**config.mk**
```make
export PLATFORM = sky130hd
export DESIGN_NAME = mnp_ctrl
export DESIGN_NICKNAME = d
export VERILOG_FILES = /design/src/rtl/core/mnp_pkg.sv /design/src/rtl/core/mnp_ctrl.sv
export SDC_FILE = /design/constraint.sdc
export NUM_CORES = 1
export LEC_CHECK = 0
export BUFFER_PORTS_ARGS = -buffer_cell sky130_fd_sc_hd__buf_4
export CAP_MARGIN = 5
export CELL_PAD_IN_SITES_DETAIL_PLACEMENT = 0
export CELL_PAD_IN_SITES_GLOBAL_PLACEMENT = 1
export CORE_AREA = 5 5 42 44
export CTS_BUF_LIST = sky130_fd_sc_hd__clkbuf_16
export CTS_CLUSTER_DIAMETER = 100
export DETAILED_ROUTE_END_ITERATION = 8
export DIE_AREA = 0 0 47 49
export PLACE_DENSITY = 0.58
export RECOVER_POWER = 100
export REMOVE_ABC_BUFFERS = 1
export SYNTH_ARGS = -nofsm -noshare
export SYNTH_HDL_FRONTEND = slang
export SYNTH_SLANG_ARGS = --single-unit
export TNS_END_PERCENT = 20
```
**constraint.sdc**
```tcl
create_clock -name clk -period 1 [get_ports clk]
set_clock_uncertainty 0.1 [all_clocks]
set_input_delay 0.1 -clock clk [delete_from_list [all_inputs] [get_ports clk]]
set_output_delay 0.1 -clock clk [all_outputs]
set_load 0.03 [all_outputs]
```
**src/rtl/core/mnp_pkg.sv**
```systemverilog
`default_nettype none

package mnp_pkg;

    localparam logic [7:0] KEYDOWN_STATUS = 8'h90;
    localparam logic [6:0] PIANO_BASE     = 7'd21;

    localparam logic [1:0] STATUS_IGNORED  = 2'd0;
    localparam logic [1:0] STATUS_ACCEPTED = 2'd1;
    localparam logic [1:0] STATUS_RANGE    = 2'd2;

    typedef enum logic [2:0] {
        S_CLEAR,
        S_IDLE,
        S_DECODE,
        S_CELL_RD,
        S_CELL_WR,
        S_SCAN,
        S_DRAIN,
        S_RESULT
    } state_t;

    typedef struct packed {
        logic clr_wr;
        logic capture;
        logic cell_rd;
        logic cell_wr;
        logic scan_init;
        logic scan_rd;
        logic finish;
    } dp_cmd_t;

    typedef struct packed {
        logic work;
        logic clr_last;
        logic scan_last;
    } dp_stat_t;

endpackage

`default_nettype wire

```
**src/rtl/core/mnp_ctrl.sv**
```systemverilog
`default_nettype none

module mnp_ctrl (
    input  logic              clk,
    input  logic              rst_n,
    input  logic              start,
    input  mnp_pkg::dp_stat_t stat,
    output mnp_pkg::dp_cmd_t  cmd,
    output logic              busy
);
    import mnp_pkg::*;

    state_t state_reg;
    state_t state_next;

    always_ff @(posedge clk or negedge rst_n)
    begin
        if (!rst_n)
        begin
            state_reg <= S_CLEAR;
        end
        else
        begin
            state_reg <= state_next;
        end
    end

    always_comb
    begin
        state_next = state_reg;
        cmd        = '0;
        busy       = 1'b1;
        case (state_reg)
            S_CLEAR:
            begin
                cmd.clr_wr = 1'b1;
                if (stat.clr_last)
                begin
                    state_next = S_IDLE;
                end
            end
            S_IDLE:
            begin
                busy = 1'b0;
                if (start)
                begin
                    cmd.capture = 1'b1;
                    state_next  = S_DECODE;
                end
            end
            S_DECODE:
            begin
                // addresses settle during this cycle
                state_next = stat.work ? S_CELL_RD : S_RESULT;
            end
            S_CELL_RD:
            begin
                cmd.cell_rd = 1'b1;
                state_next  = S_CELL_WR;
            end
            S_CELL_WR:
            begin
                cmd.cell_wr   = 1'b1;
                cmd.scan_init = 1'b1;
                state_next    = S_SCAN;
            end
            S_SCAN:
            begin
                cmd.scan_rd = 1'b1;
                if (stat.scan_last)
                begin
                    state_next = S_DRAIN;
                end
            end
            S_DRAIN:
            begin
                // last compare lands here
                state_next = S_RESULT;
            end
            S_RESULT:
            begin
                cmd.finish = 1'b1;
                state_next = S_IDLE;
            end
            default:
            begin
                state_next = S_IDLE;
            end
        endcase
    end

endmodule

`default_nettype wire

```
[After elaboration in Yosys (flattened, before gate mapping)]
Cells that the tools add are included.
Operators by class
  eq/ne operators: 10
  multiplexer cells: 13
  reduce and logical (&&, ||, !) cells: 2
Operators with widths (count)
  3-bit case mux with 8 select lines: 1
  3-bit == test (second input constant): 4
  3-bit 2-to-1 mux: 4
  1-bit 2-to-1 mux: 7
  3-bit by 2-bit == test with 1-bit output (second input constant): 2
  2-bit inequality test (second input constant): 3
  3-bit by 1-bit == test with 1-bit output (second input constant): 1
  3-bit zero test: 1
  3-bit AND reduction: 1
  2-bit 2-to-1 mux: 1
Storage, ports and cells
  flip-flop bits (word level): 3
  input bits: 6

[Logic depth before layout (Yosys ltp)]
  depth after elaboration: 3
  depth in mapped cells: 4
  depth with buffers taken out: 3

[Worst setup path before layout]
No wires, ideal clock.
  path type: reg-to-output
  start point: reg state_reg[2]
  end point: out cmd[3] (netlist bit)
  arrival time: 1.548 ns
  data required time: 0.800 ns
  slack: -0.748 ns
  cell stages (with the launch flop): 4
  path buffers: 1
  cells stage by stage: dfrtp_1 inv_2 nor3_1 buf_4
RTL lines
  start, declared: RTL line mnp_ctrl.sv:13  | state_t state_reg;
  start signal, assigned: RTL line mnp_ctrl.sv:24  | state_reg <= state_next;
  end, declared: RTL line mnp_ctrl.sv:8  | output mnp_pkg::dp_cmd_t cmd,

==> key figures <==
Final layout
  – # diodes: 0
  – Final #Nets: between 50 and 60
  – Proportion of layout cells with a drive suffix above 1: 0.694
  – Area growth from synthesis to layout: 122%
  – Filler Cell Count: 149
  – Largest register FFs: 3

Power
  – Design Power: 2.06 mW
  – Cell Pwr Density: approximately 4000 nW/um^2
  – Worst vdd rail ir drop: approximately 1700 uV
  – Leakage component of the power: 0.244 nW

Placed design
  – HPWL after DPL: 481 um
  – Worst slack at placement: -184 ps
  – Global placer's final weighted congestion: around 0.64
  – I/O Buffers: 13

Synth
  – Fraction of synthesized area in multiplexers: 0.0432
  – Netlist Area Pre-Place: between 200 and 250 um^2
  – Number of enable-type register cells in the synthesized netlist: 0
  – Synthesized area per cell: around 8.9 um^2
  – Xor/xnor cell area share of the yosys netlist: 0
  – Main combinational cell family by area after synthesis: simple AND/OR/NAND/NOR gates
  – Seq/Total Area, Yosys: 0.324
  – Number of instances in the synthesized netlist: 26
  – Cell types occupying the most area after synthesis: sky130_fd_sc_hd__dfrtp_1 32%, sky130_fd_sc_hd__nand2b_4 12%, sky130_fd_sc_hd__o211ai_2 5.4%, sky130_fd_sc_hd__buf_6 4.9%, sky130_fd_sc_hd__nor2_1 4.9%
  – Top cell types by occurrence after synthesis: 3 x sky130_fd_sc_hd__dfrtp_1, 3 x sky130_fd_sc_hd__nor2_1, 2 x sky130_fd_sc_hd__inv_1, 2 x sky130_fd_sc_hd__nand2b_4, 2 x sky130_fd_sc_hd__nor3_1
  – Share of the synthesized area in the top cell type: 0.324
  – Post-synth ARST share: 1.00
  – Main flop type after synthesis: sky130_fd_sc_hd__dfrtp_1
  – Area share of fa/ha/maj cells after synthesis: 0
  – Ys Warns: 0
  – Number of distinct library cells after synthesis: 19
  – Basic-gate share of the synthesized area counting and, or, nand and nor cells: 0.324
  – Area leader, netlist: sky130_fd_sc_hd__dfrtp_1
  – Compound-Gate Fraction of Synth Area: 0.178
  – Count of state elements after synthesis: 3

Timing
  – Measured slew at the worst slew-check pin: about 210 ps
  – Number of setup violations in the final report: 11
  – Setup repair after global routing missed its margin: true
  – Max Clk Rate: roughly 740 MHz
  – Count of final max-slew check failures: 0
  – Tightest slew margin relative to the limit: 0.862
  – Post-layout minimum cycle time: between 1000 and 1500 ps
  – Final hold violation count: 0
  – Final Worst Setup Slack: -346 ps
  – Final cycle utilization of the critical path: 1.35

Floorplan
  – Vert. Die Dim: ~49 um
  – DIE WIDTH: around 47 um
  – Site Rows: 14
  – Area of the core: roughly 1400 um^2
  – Total die area: between 2000 and 2500 um^2
  – Number of I/O pins: 14
  – Starting Density: 0.165

GRT
  – Global-route usage over all layers: 0.0629
  – Global-route wire length before repair: between 1000 and 1500 um
  – Maximum number of pins on one net before global-route repair: 9
  – Initial antenna violation count: 0
  – Total global routing overflow: 0
  – Vias in the first global route: roughly 260

Clocking
  – Clock slew seen by the registers of the worst setup and hold paths: ~30 ps
  – Clock latency reported for the late side of the worst-skew pair: ~220 ps
  – Clock root buffer: sky130_fd_sc_hd__clkbuf_16
  – Num Clock Sinks: 3
  – Clock buffer depth: 2
  – H-tree levels: 1
  – Clock tree from TritonCTS: built
  – Number of buffers created by CTS: 3

Critical path
  – Worst Path Required: roughly 800 ps
  – Arrival @ worst endpoint: between 1000 and 1500 ps
  – Biggest fanout along the worst timing path: 4
  – Setup crit end kind: output port
  – Start-to-end type of the worst setup path: reg2out
  – Crit path from: state_reg[1]
  – Worst reg-to-reg setup slack: -270 ps
  – Worst reg2reg path endpoint: state_reg[0]
  – Type of element launching the critical path: register
  – Startpoint of the lowest-slack register-to-register path: state_reg[0]
  – Depth of the worst register-to-register path: 4

Routing
  – Post-DR wirelength/cell: slightly above 10 um
  – Violation count after the first detailed-route iteration: 0
  – DRT antenna net count: 0
  – Detailed-route DRC error count: 0
  – Via total after detailed routing: roughly 260
  – Length of the first detailed-routing pass in iterations: 1
  – Vias per cell: 3.94
  – Total length of routed wires: around 650 um

Worst hold path
  – Source of the worst hold timing path: start
  – Sink of the worst hold path: state_reg[0]
  – Worst hold path stage count: 3
  – Type of the tightest min-delay check: in2reg

Run status
  – Status: finished with violations
  – Violations in the final reports: negative setup slack

Job
  – Maximum Capacitance Violations: 0
kinds of logic after synthesis:
logic type | count (synthesis)
buffers and inverters | 5
and+or+nand+nor | 11
DFF | 3
muxes | 1
AOI/OAI and AO/OA | 6
cell usage in the layout (no fill, tap or decap):
master,count
sky130_fd_sc_hd__clkbuf_1,1
sky130_fd_sc_hd__buf_4,14
sky130_fd_sc_hd__o21a_1,1
sky130_fd_sc_hd__a21oi_1,1
sky130_fd_sc_hd__a31oi_1,1
sky130_fd_sc_hd__clkbuf_16,3
sky130_fd_sc_hd__nor3_2,2
sky130_fd_sc_hd__buf_6,5
sky130_fd_sc_hd__inv_2,1
sky130_fd_sc_hd__nand2b_1,1
sky130_fd_sc_hd__nand2_1,1
sky130_fd_sc_hd__dfrtp_2,3
sky130_fd_sc_hd__nor2_2,1
sky130_fd_sc_hd__nand2b_4,2
sky130_fd_sc_hd__o211ai_2,1
sky130_fd_sc_hd__o21ai_0,1
sky130_fd_sc_hd__nor2_4,1
sky130_fd_sc_hd__mux2i_1,1
sky130_fd_sc_hd__o21ai_1,1
sky130_fd_sc_hd__inv_1,3
sky130_fd_sc_hd__nor2_1,2
sky130_fd_sc_hd__dlygate4sd3_1,1
sky130_fd_sc_hd__nor3_4,1
per-stage QoR:
| stage | std cells | hold WS, ps | area, um^2 | util | TNS [ps] |
|---|---|---|---|---|---|
| after floorplan | 24 | -296 | 213 | - | -3610 |
| after global placement | 57 | -210 | 360 | 0.257 | -1320 |
| after detailed placement | 57 | -209 | 360 | 0.257 | -1270 |
| after CTS | 64 | 90.4 | 503 | 0.359 | -2730 |
| after global routing | 65 | 93.7 | 514 | 0.367 | -3190 |
| final | 65 | 87.1 | 514 | 0.367 | -2740 |
final cells by class:
cell class,instances,area (um^2),share of cell area
Inverter,3,11.3,0.0219
Multi-Input combinational cell,18,150,0.292
Sequential cell,3,78.8,0.153
Tap cell,16,20.0,0.0389
Clock buffer,3,75.1,0.146
Timing Repair Buffer,21,175,0.341
Clock inverter,1,3.75,0.00730
critical path, cell delays in order, from the launching register on:
cell,delay (ps)
sky130_fd_sc_hd__dfrtp_2,420
sky130_fd_sc_hd__nand2b_4,150
sky130_fd_sc_hd__nand2b_4,150
sky130_fd_sc_hd__nor2_4,80
sky130_fd_sc_hd__buf_6,130
metal layers:
layer	up-vias	GRT usage	share of wire
li1	132	-	-
met1	120	0.0644	0.39
met2	4	0.0995	0.55
met3	0	0.0258	0.063
met4	0	0.0415	0
met5	-	0	0
worst max path at each step:
| stage | end | slack, ps | depth (start not counted) |
|---|---|---|---|
| floorplan | cmd[2] | -990 | 2 |
| CTS | cmd[5] | -350 | 4 |
| finish | cmd[5] | -350 | 4 |
| global placement | cmd[2] | -180 | 2 |
| global route | cmd[5] | -380 | 4 |
| detailed placement | cmd[3] | -180 | 2 |
what timing repair did:
| item | CTS | global route |
|---|---|---|
| setup buffers | 2 | 1 |
| setup endpoints to repair | 11 | 11 |
| resized for setup | 11 | 2 |
| hold buffers | 1 | 0 |
| pin swaps | 1 | 1 |
| hold endpoints to repair | 3 | 0 |
power by group:
group / leakage, nW / switching, mW / internal, mW
registers: 0.0314 / 0.0966 / 0.191
clock network: 0.0423 / 0.106 / 0.515
logic: 0.171 / 0.596 / 0.559
total: 0.244 / 0.799 / 1.27
(Power assumes the default switching activity.)
